<file path="config.mk">
export PLATFORM = sky130hd
export DESIGN_NAME = frpa_ram
export DESIGN_NICKNAME = d
export VERILOG_FILES = /design/src/rtl/core/frpa_ram.sv
export SDC_FILE = /design/constraint.sdc
export NUM_CORES = 1
export LEC_CHECK = 0
export BUFFER_PORTS_ARGS = -buffer_cell sky130_fd_sc_hd__buf_2
export CORE_MARGIN = 4
export CORE_UTILIZATION = 35
export DETAILED_ROUTE_END_ITERATION = 7
export GPL_TIMING_DRIVEN = 0
export SLEW_MARGIN = 20
export SYNTH_ARGS = -nofsm -noshare
export SYNTH_HDL_FRONTEND = slang
export SYNTH_SLANG_ARGS = --single-unit
</file>
<file path="constraint.sdc">
create_clock -name clk -period 2.2 [get_ports clk]
set_clock_uncertainty 0.1 [all_clocks]
set_input_delay 0.44 -clock clk [delete_from_list [all_inputs] [get_ports clk]]
set_output_delay 0.44 -clock clk [all_outputs]
set_load 0.03 [all_outputs]
</file>
<file path="src/rtl/core/frpa_ram.sv">
// generic single write port ram with registered read
`default_nettype none
module frpa_ram #(
	parameter int W = 8,
	parameter int D = 16
) (
	input  wire logic                 clk,
	input  wire logic                 we,
	input  wire logic [$clog2(D)-1:0] wr_addr,
	input  wire logic [W-1:0]         wr_data,
	input  wire logic                 rd_en,
	input  wire logic [$clog2(D)-1:0] rd_addr,
	output logic      [W-1:0]         rd_data
);
	logic [W-1:0] mem [D];

	always_ff @(posedge clk) begin
		if (we)
			mem[wr_addr] <= wr_data;
		if (rd_en)
			rd_data <= mem[rd_addr];
	end
endmodule
`default_nettype wire

</file>
# ---- Word level (Yosys, flattened, before mapping)
# Memories as Yosys holds them, arrays and structs flattened. A register that Yosys moved wholly into a read port is not among the register bits.
# Index checks and enable logic that the tools add are counted.
dict set report word_totals {
  ff_bits 0
  ramBits 128
  in_bits 19
  out_inout_bits 8
  wordCells 3
  memories 1
}
# memory words width rd rd_ports_with_merged_regs wr line
set memory_table {}
lappend memory_table {mem 16 8 1 1 1 15} ;# logic [W-1:0] mem [D];
dict set report op_classes {
  mux 2
}
# cell count
set op_table {}
lappend op_table {{$mux W1} 2}

# ---- Depth between registers and ports, before layout
# Gate-level depths: netlist of the first run.
dict set report logic_depth {
  word_depth 2
  mapped_depth 5
  depth_no_buf 3
}

# ---- Worst setup path after synthesis of the first run
# OpenSTA, ideal clock, no wires.
dict set report synth_path {
  kind {input to register}
  startpoint {in wr_addr[2]}
  endpoint {mem mem[0][0] (enable)}
  setup_ps 383
  arrival_ps 1550
  t_required_ps 1717
  slack_ps 167
  path_stages 2
  n_path_buf 0
  cell_sequence {or3b_2 > nor3_1}
}
# element line
set synth_rtl {}
lappend synth_rtl {{from (decl)} 9} ;# input wire logic [$clog2(D)-1:0] wr_addr,
lappend synth_rtl {{to (decl)} 15}
# Straight into the memory's write port.

==> out/results.tsv, run 1 <==
metric	value	unit
outcome	completed	
min_path_cells	1	
drt_iter0_markers	179	
max-vdd-ir-drop	1.00	mV
drv_cap	0	
dpl_cell_area	5600	µm²
synthAdderAreaFrac	0	
syn2layout_area_growth	19.3	%
powerDensity	1000	nW/µm²
path_depth	5	
grt_pass1_vias	2433	
synth_top_family_by_area	multiplexers	
crit_chain	buf_6, buf_6, mux4_1, a22oi_1, nand2_1	
gp_congestion	0.801	
fin_nets	292	
worst_slew_pin_slew	0.868	ns
grt_usage	0.132	
drtPass1Iterations	5	
synth_area_per_cell	22.8	µm²
cp-endpoint	rd_data[1]	
min_period_over_period	0.821	
tritoncts	done	
post-route-min-period	1.81	ns
setup_violations	0	
r2r-end	rd_data[1]	
hold_viol_final	0	
grt_pass1_wl	15.4	mm
clk_pin_slew	0.05	ns
core_region_area	14600	µm²
hold_class	in2reg	
seq_area_frac_synth	0.781	
start_util	0.358	
cts_root_buf	clkbuf_16	
die_w	130	µm
crit_path_end_kind	flop	
p_leak	2.05	nW
synthXorXnorAreaFrac	0	
grt_max_degree	17	
muxShareOfSynthArea	0.148	
crit_type	in2reg	
grt_remaining_overflow	0	
vias	2464	
cts_buffer_depth	2	
yosysWarningCount	0	
num_rows	44	
rsz0062_at_grt	false	
critPathLaunchType	input pin	
portBuffers	25	
crit_start	rd_addr[0]	
r2r_setup_slack	0.40	ns
diodes	0	
relSlewSlack	0.419	
hold_slack	0.268	ns
r2r_start	mem[1][1]	
synth_area	5230	µm²
ant_nets	0	
slowest_delay	0.61	ns
max_freq	553	MHz
drive_above_1_share	0.304	
cp_max_fo	10	
crit_family	multiplexers	
synth_nets	248	
yosys.cell_types.count	18	
cts_resized	0	
synthSimpleGateAreaFrac	0.0314	
wl_per_cell	22.1	µm
synthCells	229	
path_common_cell	buf_6	
drv_slew	0	
die_h	130	µm
vias_per_cell	5.24	
synth_compound_area_frac	0.0230	
cp_data_arrival_time	1.85	ns
crit_buf_inv	2	
finalInstanceArea	6240	µm²
drc	0	
required	2.24	ns
routed_wl	10.4	mm
cpMaxStageDelayCell	mux4_1	
dieArea	17000	µm²
r2r_cells	3	
dp_hpwl	6.50	mm
clk_latency	0.42	ns
cts_hold_buf	0	
ys_seq_elements	136	
io_pins	27	
cts_made_buffers	17	
h-tree-depth	4	
post_cts_buffers	0	
numClockSinks	136	
antenna_found_initial	0	
-- worst min path at each step --
stage / slack, ns / startpoint / end
finish: 0.27 / rd_en / rd_data[6]
global route: 0.26 / rd_en / rd_data[7]
global placement: 0.65 / mem[15][2] / rd_data[2]
floorplan: 0.44 / wr_data[0] / mem[0][0]
CTS: 0.26 / rd_en / rd_data[5]
detailed placement: 0.65 / mem[15][2] / rd_data[2]
-- placed cells by master, fill, tap and decap left out, types with 2 or more instances in the layout --
| cell | instances |
|---|---|
| edfxtp_1 | 136 |
| buf_2 | 28 |
| mux4_2 | 18 |
| clkbuf_16 | 17 |
| a22oi_1 | 16 |
| mux4_1 | 14 |
| nor2_1 | 13 |
| nand2_1 | 9 |
| clkinvlp_4 | 5 |
| bufinv_16 | 5 |
| nor3_2 | 4 |
| buf_6 | 3 |
| clkdlybuf4s25_2 | 3 |
| nand3b_1 | 2 |
| nand2b_1 | 2 |
| clkinv_1 | 2 |
| clkinv_2 | 2 |
-- per-stage QoR --
| stage | power, mW | setup slack (ns) | instances | util | setup TNS [ns] |
|---|---|---|---|---|---|
| 2_1_floorplan | 3.16 | 0.167 | 229 | - | 0 |
| 3_3_place_gp | 3.28 | -0.452 | 438 | 0.383 | -6.87 |
| 3_5_place_dp | 3.29 | -0.0859 | 438 | 0.384 | -1.00 |
| 4_1_cts | 6.31 | 0.353 | 470 | 0.428 | 0 |
| 5_1_grt | 6.46 | 0.330 | 470 | 0.428 | 0 |
| 6_report | 6.24 | 0.393 | 470 | 0.428 | 0 |
-- power breakdown --
group	leakage [nW]	internal [mW]	switching, mW
sequential	1.24	2.92	0.0121
combinational	0.523	0.113	0.190
clock	0.293	1.99	1.01
total	2.05	5.03	1.22
-- layer usage --
metal,part of all wire,wire [µm],vias up,track usage
li1,-,-,1072,-
met1,0.42,4330,1268,0.176
met2,0.49,5120,113,0.198
met5,0,0,-,0
met4,0.013,131,0,0.0452
met3,0.079,823,11,0.0544
-- area by class of cell --
class / count / area (µm²)
multi-input combinational: 83 / 1080
clock buffer: 18 / 429
sequential: 136 / 4080
buffer: 10 / 86.3
tap: 184 / 230
timing repair buffer: 25 / 125
fill: 1227 / 8350
clock inverter: 14 / 205
-- flip-flops by register name, indices dropped and copies added, names as in the netlist --
name     flops
mem        128
rd_data      8
-- cells by family (layout without fill, tap and decap cells) --
group,count (synthesis),after routing
DFF,136,136
buffers and inverters,10,67
AOI/OAI and AO/OA,16,16
and+or+nand+nor,35,35
muxes,32,32
-- Yosys cell counts (all sizes together) --
master | n | area share
edfxtp | 136 | 0.78
mux4 | 32 | 0.15
a22oi | 16 | 0.023
nor2 | 13 | 0.0093
nand2 | 9 | 0.0065
buf | 7 | 0.011
nor3 | 4 | 0.0038
clkdlybuf4s25 | 3 | 0.0057
nand2b | 2 | 0.0024
nand3b | 2 | 0.0029
and2 | 1 | 0.0012
and2b | 1 | 0.0014
nand3 | 1 | 0.00096
nor2b | 1 | 0.0012
or3b | 1 | 0.0017
-- worst register-to-register path: stages (launching register included) --
cell      delay [ns]
edfxtp_1        0.35
mux4_1          0.55
a22oi_1         0.39
nand2_1         0.13
No activity file was read; power rests on OpenSTA's default activity.
==> inputs of run 2 (changes only) <==
Clock period 2.2 ns to 1.75 ns, I/O delays scaled along.
==> run 2 against run 1 <==
Compared with the run above: critical path type is now reg2reg; die area did not move; largest cell class unchanged; register-to-register slack lost 0.35 ns; cell count is the same; cell area is 0.68% lower; clock-buffer cell count grew 2; worst setup slack lost 0.34 ns; sequential cell count stayed put; non-clock buffer count unchanged.
==> out/results.tsv, run 2 (synthesis results as in run 1) <==
metric	value	unit
die_h	130	µm
tritoncts	done	
worst_slew_pin_slew	0.842	ns
dp_hpwl	6.51	mm
drtPass1Iterations	4	
max-vdd-ir-drop	0.721	mV
crit_family	multiplexers	
ff_latch_area	4080	µm²
crit_chain	mux4_1, a22oi_2, nand2_1	
crit_buf_inv	0	
cpMaxStageDelayCell	mux4_1	
ant_nets	0	
numClockSinks	136	
p_int	6.03	mW
grt_pass1_vias	2534	
syn2layout_area_growth	18.5	%
pwr-share-seq	0.491	
diodes	0	
top_register	mem	
final_common_cell	edfxtp_1	
crit_start	mem[1][0]	
crit_path_end_kind	flop	
hold_viol_final	0	
layout_common_cells	136 x edfxtp_1, 28 x buf_2, 18 x mux4_2	
antenna_found_initial	0	
cp_max_fo	1	
vias_per_cell	5.28	
grt_pass1_wl	15.6	mm
clk_latency	0.40	ns
clk_pin_slew	0.06	ns
cts_root_buf	clkbuf_16	
switching_power	1.49	mW
hold_slack	0.190	ns
vias	2482	
h-tree-depth	4	
required	1.79	ns
preCtsSetupSlack	-0.398	ns
setup_ws	0.0515	ns
swShare	0.198	
fill_cells	1244	
post_cts_buffers	0	
grt_max_degree	17	
io_pins	27	
drive_above_1_share	0.304	
portBuffers	25	
routed_wl	10.3	mm
top_regs	mem: 128 flops, rd_data: 8 flops	
rsz0062_at_grt	true	
p_leak	2.04	nW
slowest_delay	0.55	ns
grt_remaining_overflow	0	
dieArea	17000	µm²
p_clk_frac	0.457	
grt_usage	0.133	
die_w	130	µm
crit_type	reg2reg	
drt_iter0_markers	256	
p_comb_frac	0.052	
num_rows	44	
final_util	0.425	
drv_slew	0	
wl_per_cell	21.9	µm
drc	0	
multi_input_area	1100	µm²
relSlewSlack	0.437	
setup_violations	0	
core_region_area	14600	µm²
min_period_over_period	0.971	
drv_cap	0	
start_util	0.358	
p_total	7.51	mW
gp_congestion	0.762	
critPathLaunchType	flop	
largest_reg_flops	128	
cts_buffer_depth	2	
outcome	completed	
max_freq	589	MHz
hold_class	in2reg	
post-route-min-period	1.70	ns
powerDensity	1210	nW/µm²
cp_data_arrival_time	1.73	ns
hold_start	rd_en	
fin_nets	292	
cts_made_buffers	17	
r2r_start	mem[1][0]	
[run 2: changes by cell type in the layout (fill, tap and decap cells not counted), sizes merged]
cell	previous run	this run
clkinvlp	5	0
clkbuf	18	20
clkinv	4	9
bufinv	5	3
[run 2: final timing paths]
| kind | to | slack (ns) | depth (start not counted) |
|---|---|---|---|
| worst max-delay path | rd_data[0] | 0.05 | 3 |
| worst min-delay path | rd_data[7] | 0.19 | 1 |
| worst max register to register | rd_data[0] | 0.05 | 3 |
| worst min register to register | rd_data[2] | 0.67 | 3 |
[run 2: power by group through the flow]
stage,Clock [mW],Combinational (mW),Sequential [mW]
CTS,3.48,0.386,3.69
detailed placement,0,0.385,3.75
global placement,0,0.378,3.75
finish,3.44,0.388,3.69
floorplan,0,0.185,3.78
global route,3.66,0.420,3.69
[run 2: per-layer routing]
| metal | GRT usage | vias to the layer above | part of all wire |
|---|---|---|---|
| li1 | - | 1070 | - |
| met1 | 0.183 | 1305 | 0.45 |
| met2 | 0.193 | 95 | 0.47 |
| met3 | 0.0536 | 12 | 0.069 |
| met4 | 0.0428 | 0 | 0.014 |
| met5 | 0 | - | 0 |
[run 2: final cells by class]
class                           instances  share of cell area
Sequential cell                       136               0.659
Multi-Input combinational cell         83               0.178
Clock inverter                         12              0.0214
Timing Repair Buffer                   25              0.0202
Clock buffer                           20              0.0705
Tap cell                              184              0.0372
Buffer                                 10              0.0139
[run 2: per-stage QoR]
step                instances  TNS (ns)  instance area, µm²
floorplan                 229         0                5230
global placement          438    -32.68                5590
detailed placement        438    -23.89                5600
CTS                       470         0                6170
global route              470  -0.00439                6190
finish                    470         0                6190
[run 2: repair_timing]
action / CTS / global route
setup endpoints to repair: 0 / 12
endpoints found under the hold margin: 0 / 0
hold buffers: 0 / 0
resized for setup: 0 / 5
