`src/rtl/core/frpa_pkg.sv`:
```
// types, constants and helpers of the free page range allocator
`default_nettype none
package frpa_pkg;

	localparam int MAX_RANGES = 64;
	localparam int IDX_W      = $clog2(MAX_RANGES);
	localparam int CNT_W      = $clog2(MAX_RANGES + 1);
	localparam int PAGE_SHIFT = 12;
	localparam int ADDR_BITS  = 52;
	localparam int PG_W       = ADDR_BITS - PAGE_SHIFT;
	localparam int PC_W       = PG_W + 1;
	localparam int AW         = PG_W + 2;
	localparam int ENT_W      = PG_W + PC_W;
	localparam int PAGE_M1    = (1 << PAGE_SHIFT) - 1;

	typedef logic [AW-1:0] pg_t;

	localparam pg_t TOP_PAGE       = pg_t'(1) << PG_W;
	localparam pg_t TOTAL_MAX      = (pg_t'(1) << PC_W) - pg_t'(1);
	localparam pg_t DMA_LIMIT_PAGE = pg_t'(64'h1_0000_0000 >> PAGE_SHIFT);

	localparam logic [1:0] FN_ADD   = 2'd0;
	localparam logic [1:0] FN_RSV   = 2'd1;
	localparam logic [1:0] FN_ALLOC = 2'd2;
	localparam logic [1:0] FN_FREE  = 2'd3;

	localparam logic [2:0] ST_DONE  = 3'd0;
	localparam logic [2:0] ST_EMPTY = 3'd1;
	localparam logic [2:0] ST_NOFIT = 3'd2;
	localparam logic [2:0] ST_FULL  = 3'd3;
	localparam logic [2:0] ST_NRDY  = 3'd4;

	typedef struct packed {
		logic [1:0]           func;
		logic [ADDR_BITS-1:0] base_address;
		logic [ADDR_BITS-1:0] end_address;
		logic [ADDR_BITS-1:0] length_bytes;
		logic [ADDR_BITS-1:0] alignment_bytes;
		logic                 dma32;
	} in_item_t;

	typedef struct packed {
		logic [2:0]         status;
		logic [ADDR_BITS-1:0] alloc_base;
		logic [ADDR_BITS:0]   free_bytes;
	} out_item_t;

	typedef struct packed {
		logic [PG_W-1:0] start;
		logic [PC_W-1:0] count;
	} ent_t;

	typedef struct packed {
		pg_t  a;
		pg_t  b;
		logic sub;
	} alu_req_t;

	typedef struct packed {
		pg_t  y;
		logic lt;
	} alu_rsp_t;

	// ones from the highest set bit downward
	function automatic logic [PG_W-1:0] smear(input logic [PG_W-1:0] v);
		logic [PG_W-1:0] r;
		r = v;
		for (int k = 1; k < PG_W; k = k * 2)
			r = r | (r >> k);
		return r;
	endfunction

endpackage
`default_nettype wire

```
`src/rtl/core/frpa_alu.sv`:
```
// shared page adder / subtractor with borrow compare
`default_nettype none
module frpa_alu (
	input  frpa_pkg::alu_req_t req,
	output frpa_pkg::alu_rsp_t rsp
);
	import frpa_pkg::*;

	logic [AW:0] r;
	pg_t         bb;

	always_comb begin
		bb    = req.sub ? ~req.b : req.b;
		r     = {1'b0, req.a} + {1'b0, bb} + {{AW{1'b0}}, req.sub};
		rsp.y  = r[AW-1:0];
		// no carry out on a subtract means a borrow
		rsp.lt = req.sub & ~r[AW];
	end
endmodule
`default_nettype wire

```
`config.mk`:
```
export PLATFORM = sky130hd
export DESIGN_NAME = frpa_alu
export DESIGN_NICKNAME = d
export VERILOG_FILES = /design/src/rtl/core/frpa_pkg.sv /design/src/rtl/core/frpa_alu.sv
export SDC_FILE = /design/constraint.sdc
export NUM_CORES = 1
export LEC_CHECK = 0
export BUFFER_PORTS_ARGS = -buffer_cell sky130_fd_sc_hd__buf_2
export CAP_MARGIN = 40
export CORE_MARGIN = 3
export CORE_UTILIZATION = 45
export DETAILED_ROUTE_END_ITERATION = 8
export PLACE_DENSITY = 0.76
export SYNTH_ARGS = -nofsm -noshare
export SYNTH_HDL_FRONTEND = slang
export SYNTH_SLANG_ARGS = --single-unit
```
`constraint.sdc`:
```
create_clock -name vclk -period 5.4
set_input_delay 0.54 -clock vclk [all_inputs]
set_output_delay 0.54 -clock vclk [all_outputs]
set_load 0.02 [all_outputs]
```
==> Word-level counts from Yosys, hierarchy flattened <==
Index checks and enable logic that the tools add are counted.
{ "totals": {"out_inout_bits": 43, "ff_bits": 0, "ram_bits": 0, "mem_bits_ro": 0, "word_cells": 6, "in_bits": 85, "latch_bits": 0, "mem_count": 0} }
{ "op_classes": {"magnitude_cmp": 0, "n_shift": 0, "n_bitwise": 3, "muxes": 1, "div_mod_pow": 0, "n_reduce_logical": 0, "n_eq_ne": 0, "n_mul": 0, "add_sub_neg": 2} }
{ "ops": {"columns": ["cell", "n"], "rows": [
  ["adder 42 x 42 -> 43 bit", 1],
  ["adder 43 x 1 -> 43 bit", 1],
  ["2-to-1 mux 42 bit", 1],
  ["inverter 42 bit", 1],
  ["bitwise AND 1 bit", 1],
  ["inverter 1 bit", 1]
]} }

==> Depth between registers and ports, before layout <==
Gate-level depths: netlist of the first run.
{ "depth": {"depth_word": 6, "mapped_depth": 13, "depth_no_buf": 10} }

==> Least setup slack after synthesis of the first run <==
OpenSTA, ideal clock, no wires.
{ "synth_path": {"kind": "input-to-output", "startpoint": "in req[0] (netlist bit)", "endpoint": "out rsp[41] (netlist bit)", "slack_ns": 1.118, "t_arrival_ns": 3.742, "t_required_ns": 4.860, "stages": 13, "cell_sequence": "buf_2 buf_1 xor2_1 ha_1 buf_2 a21o_1 a21o_1 a21oi_2 a311oi_1 or4b_4 a21oi_2 nor3_1 a311oi_1"} }
{ "synth_rtl": {"columns": ["item", "line", "rtl"], "rows": [
  ["start, declared", "frpa_alu.sv:4", "input frpa_pkg::alu_req_t req,"],
  ["end, declared", "frpa_alu.sv:5", "output frpa_pkg::alu_rsp_t rsp"]
]} }

==> results.txt, run 1 <==
In this run the worst setup path terminates at rsp[41]. The count of input and output buffers came out at 128. The synthesized design spends more area on one cell type than any other, namely ha_1. The area of the core region came out at 6130 um^2. The maximum operating frequency came out at 219 MHz. The area share of the leading cell type in the synthesized netlist is 0.196. For this run, design rule violations remaining after detail routing come to 0. The number of cell rows came out at 28. The worst path in the final design needs a cycle of 4.57 ns, including I/O delays and setup. The worst setup path is captured at a primary output.

The final layout contains a sequential cell count of 0. The final clock period utilization by the worst path came out at 0.847. The most frequent cell after synthesis is xor2_1. IR analysis of the VDD net gives a maximum drop of 0.141 mV. The global-route usage over all layers is 0.217. The worst setup path is of the in2out kind. The post-synthesis instance area is 2940 um^2. The number of nets still failing antenna checks after routing came out at 0.

The maximum net fanout on the critical path came out at 20. The post-CTS setup buffer count is 0. The worst setup path is launched from an input pin. The hold violation count in the final report is 0. The die extent in x is 86.8 um. Synthesis produced a netlist with a net count of 548.

The final layout contains 661 nets. The number of different library cells in the post-synthesis netlist came out at 53. In this run, post-CTS hold repair placed 0 buffers. Entering global routing, the biggest net connects 21 pins. In the post-synthesis netlist, the biggest area contributors are ha_1, xor2_1, xnor2_1. The total length of routed wires is 8.78 mm. After synthesis, the mean cell area works out to 7.06 um^2.

The initial antenna violation count came out at 0. The power after layout came out at 789 uW. The tightest hold path in the finished design has a slack of 1.38 ns.

The launch instance of the worst min-delay path is req[43]. The number of max-cap violations came out at 0. In the synthesized netlist, the number of instances is 416. At the pin with the least slew margin, the transition time is 0.568 ns.

The initial DRC count is 150. The relative slew slack is 0.618. The growth of design area from synthesis to finish came out at 22.9%. The clock buffers instantiated in the layout total 0. The total negative setup slack came out at 0 ns. The number of global-route vias before repair is 3,274. The met3 track utilization from global routing is 0.0133. The I/O pin count came out at 128. The total count of max-transition violations in the final report is 0.

The arrival time of the worst setup path came out at 4.03 ns. The met1 track utilization from global routing came out at 0.273. The combined flip-flop and latch cell area is 0 um^2. The data required time at the worst endpoint is 4.86 ns. The number of cells traversed by the worst hold path is 3. The path class of the tightest hold or removal check is in2out. The number of warnings printed during yosys synthesis came out at 0. After synthesis, the most frequently instantiated cells are xor2_1, ha_1, a21oi_1. The run finished with clean final reports. The half-perimeter wire length of the detailed placement result came out at 7.47 mm.

The overflow left after global routing came out at 0. The congestion estimate from routability-driven global placement came to 0.890. The effective utilization at floorplan came out at 0.479.

The setup slack after placement came out at 0.797 ns. The die area is 7530 um^2. The cell area power density came out at 219 nW/um^2.

The worst setup margin is 0.827 ns. The vias after detailed routing came out at 3,508. Setup repair after global routing left no endpoint under its margin. The number of vias per cell after detailed routing came out at 5.83.

The repair_antennas step left the layout with diodes totalling 0. The proportion of layout cells with a drive suffix above 1 came out at 0.266. Setup violations remaining at the end of the flow were counted as 0. The count of cells resized by post-cts repair came out at 0.

In this run the most used layer during global routing was met2. The global-route wire length before repair came out at 14.1 mm. The average wire length per cell after detail routing came out at 14.6 um. The portion of the post-synthesis area used by sequential elements is 0.

The number of iterations in the first detailed-routing pass came out at 4. The critical path starts at req[0]. For this design the static power due to leakage is 1.86 nW. The die extent in y came out at 86.8 um. The global routing usage on met2 came out at 0.400.
## where the power goes
group | internal (mW) | total [mW] | switching [mW]
clock network | 0 | 0 | 0
logic | 0.304 | 0.789 | 0.485
registers | 0 | 0 | 0
## metrics by stage
step | util | area, um^2 | cells
CTS | 0.589 | 3610 | 602
detailed placement | 0.589 | 3610 | 602
floorplan | - | 2940 | 416
global placement | 0.589 | 3610 | 602
global route | 0.589 | 3610 | 602
finish | 0.589 | 3610 | 602
## cells in the final DEF, fill, tap and decap left out, types with 2 or more instances in the layout
cell type / instances
nand3_1: 15
xnor2_1: 23
a211o_1: 3
a211oi_1: 4
nor2b_1: 5
o211ai_1: 4
nand2_1: 33
nor2_1: 28
o21ai_1: 7
o21ai_0: 20
a21oi_1: 38
xor2_1: 54
a31oi_1: 13
a21o_1: 20
a21oi_2: 2
buf_4: 2
inv_1: 13
ha_1: 46
o21bai_1: 6
o21a_1: 2
nand2b_1: 7
a311oi_1: 3
and3_1: 5
buf_2: 128
a2111oi_0: 2
and4_1: 5
nor3_1: 8
nand4_1: 7
## worst min-delay path by stage
stage             end  slack, ns
2_1_floorplan  rsp[1]       1.20
4_1_cts        rsp[1]       1.38
3_3_place_gp   rsp[1]       1.37
6_report       rsp[1]       1.38
5_1_grt        rsp[1]       1.41
3_5_place_dp   rsp[1]       1.38
## area by class of cell
| type | instances | area (um^2) |
|---|---|---|
| timing repair buffer | 130 | 656 |
| multi-input combinational | 384 | 2810 |
| tap | 75 | 93.8 |
| fill | 589 | 2520 |
| inverter | 13 | 48.8 |
## routing by layer
layer / part of all wire / routed length, um / up-vias
li1: - / - / 1749
met1: 0.44 / 3860 / 1624
met2: 0.49 / 4310 / 117
met3: 0.054 / 472 / 18
met4: 0.015 / 134 / 0
met5: 0 / 0 / -
## critical path, cell delays in order
cell	delay, ns
buf_2	0.44
buf_4	0.34
xor2_1	0.18
ha_1	0.34
a21oi_1	0.22
a21boi_1	0.09
a311oi_1	0.40
o22ai_1	0.15
or4b_4	0.53
a21oi_2	0.26
nor3_1	0.07
a311oi_1	0.24
buf_2	0.21
## cells by family after synthesis
group,after synthesis,synth area share
fa+ha+maj,47,0.203
compound gates,139,0.316
buf+inv,32,0.0426
simple gates,120,0.205
xor+xnor,77,0.230
mux,1,0.00383
Note: power is estimated with default switching activity, not from simulation.
==> run 2, diff against run 1 <==
--- a/config.mk
+++ b/config.mk
@@ -10,7 +10,7 @@
 export CORE_MARGIN = 3
 export CORE_UTILIZATION = 45
 export DETAILED_ROUTE_END_ITERATION = 8
-export PLACE_DENSITY = 0.76
+export PLACE_DENSITY = 0.79
 export SYNTH_ARGS = -nofsm -noshare
 export SYNTH_HDL_FRONTEND = slang
 export SYNTH_SLANG_ARGS = --single-unit
==> constraint.sdc (replaced) <==
create_clock -name vclk -period 4
set_input_delay 0.4 -clock vclk [all_inputs]
set_output_delay 0.4 -clock vclk [all_outputs]
set_load 0.02 [all_outputs]
==> results.txt, run 2 (synthesized netlist as in run 1, its figures left out) <==
The flow ran to the end, and the final reports show no timing, DRC or antenna violations. The half-perimeter wire length of the detailed placement result came out at 7.28 mm (-2.6%). The die extent in x came out at 86.8 um (unchanged). The path class of the tightest hold or removal check is in2out.

The effective utilization at floorplan came out at 0.479 (unchanged). The kind of critical path is in2out. Leaving out fill and tap cells, the most frequent cells in the layout are buf_2, xor2_1, ha_1, a21oi_1, nand2_1.

The static power due to leakage came out at 1.94 nW (+4.3%). The total length of routed wires is 8.52 mm (-2.9%). The internal power contribution came out at 440 uW (+45%).

The hold violation count in the final report is 0 (unchanged). The global-route usage over all layers is 0.211 (-0.00621). The overflow left after global routing came to 0 (unchanged). The cell area power density came out at 292 nW/um^2 (+34%). The sequential share of power came out at 0 (unchanged).

The pin count of the biggest net entering global routing was 19 (-9.5%). The number of vias per cell after detailed routing is 5.74 (-1.5%). The average wire length per cell after detail routing came to 13.8 um (-5.4%). The number of standard cells in the final layout excluding fillers is 618 (+2.7%). The number of nets still failing antenna checks after routing was 0 (unchanged). The arrival time of the worst setup path was 3.52 ns (-0.51 ns). The maximum operating frequency came out at 255 MHz. The amount of wire on met3 after detailed routing is 569 um (+21%).

The initial DRC count came out at 122 (-19%). The area of the core region came out at 6130 um^2 (unchanged). After detailed routing, no signal wire sits above met4.

The final critical-path required period came out at 3.92 ns. The post-route DRC violation count came to 0 (unchanged). The proportion of power drawn by combinational gates came to 1.000 (about the same). The switching part of the total power is 0.600 (-0.0146). The number of iterations in the first detailed-routing pass came out at 4 (unchanged). The combined flip-flop and latch cell area is 0 um^2 (unchanged).

The placer's final routability congestion estimate is 0.920 (+3.4%). The setup slack after placement came out at 0.0318 ns (-0.766 ns). The count of input and output buffers came out at 128 (unchanged). The number of sequential cells in the layout is 0 (unchanged). The maximum net fanout on the critical path is 16 (-20%).

The total count of max-transition violations in the final report was 0 (unchanged). The die extent in y came to 86.8 um (unchanged). The relative slew slack is 0.687 (+0.0690).

The met1 wire length came to 3.71 mm (-3.8%). The final core utilization is 0.613 (+0.0241). The data required time at the worst endpoint is 3.60 ns (-1.26 ns). The final setup violation count was 0 (unchanged). The proportion of layout cells with a drive suffix above 1 came to 0.297 (+0.0308).

The number of global-route vias before repair came to 3,223 (-1.6%). The final antenna diode count is 0 (unchanged). The slew at the pin closest to its max-slew limit came out at 0.466 ns (-0.102 ns). The hold buffer count at CTS came to 0 (unchanged). The number of cell rows came to 28 (unchanged). The global-route wire length before repair came out at 13.9 mm (-1.5%).

The worst setup path is captured at a primary output. The power spent charging and discharging nets came out at 659 uW (+36%). The vias after detailed routing came out at 3,547 (+1.1%). The worst setup margin is 0.0831 ns (-0.744 ns). The final clock period utilization by the worst path came out at 0.979. The number of nets in the layout came to 677 (+2.4%). The growth of design area from synthesis to finish is 27.9%.

The clock share of power is 0 (unchanged). Setup repair after global routing could not meet its margin everywhere. The maximum resistive drop on vdd is 0.199 mV (+42%).

The I/O pin count was 128 (unchanged). The number of max-cap violations was 0 (unchanged). The die area came out at 7530 um^2 (unchanged). The total of clock buffers placed in the layout is 0 (unchanged). The commonest non-fill, non-tap cell in the layout is buf_2.

The initial antenna violation count came to 0 (unchanged). The met2 wirelength from detailed routing is 4.19 mm (-2.9%). The cell count after placement came to 617 (+2.5%).

The launching element type of the critical path is an input pin.
run 2: cell count changes in the layout (fill, tap and decap cells not counted):
cell and delta:
buf_4 +16, a21oi_1 -1, a21oi_2 +1, a311oi_1 -1, a311oi_2 +1, buf_2 -1, clkbuf_4 +1, ha_1 -1
ha_2 +1, o31ai_1 -1, o31ai_2 +1, xor2_1 -1, xor2_2 +1
run 2: final timing paths:
kind | start | end | depth (start not counted)
max | req[0] | rsp[37] | 12
min | req[43] | rsp[1] | 3
run 2: power groups by stage:
stage / clock network [mW] / registers (mW) / logic, mW
finish: 0 / 0 / 1.10
global route: 0 / 0 / 1.20
CTS: 0 / 0 / 1.09
detailed placement: 0 / 0 / 1.09
global placement: 0 / 0 / 1.07
floorplan: 0 / 0 / 0.762
run 2: final cells by class:
class / count / area [um^2]
multi-input cells: 384 / 2840
fillers: 576 / 2370
repair buffers: 146 / 778
well taps: 75 / 93.8
inverters: 13 / 48.8
run 2: worst max-delay path: stages:
cell and delay [ns]:
clkbuf_4 0.29, buf_4 0.25, xor2_1 0.16, ha_1 0.27
and3_1 0.23, a311oi_1 0.43, o22ai_1 0.17, or4b_4 0.53
and4_4 0.20, o41ai_4 0.23, xnor2_1 0.16, buf_2 0.19
run 2: stage by stage:
| stage | instance area [um^2] | total power, mW | setup TNS [ns] | hold slack, ns |
|---|---|---|---|---|
| after floorplan | 2940 | 0.762 | 0 | 0.924 |
| after global placement | 3730 | 1.07 | 0 | 1.10 |
| after detailed placement | 3730 | 1.09 | 0 | 1.10 |
| after CTS | 3730 | 1.09 | 0 | 1.10 |
| after global routing | 3760 | 1.20 | -0.107 | 1.12 |
| final | 3760 | 1.10 | 0 | 1.10 |
run 2: timing repair:
item,CTS,global route
endpoints found under the setup margin,0,12
setup buffers,0,1
gates resized for setup,0,5
run 2: metal layers:
metal,GRT usage,vias up
li1,-,1784
met1,0.282,1631
met2,0.385,124
met3,0.0133,8
met4,0.0156,0
met5,0,-
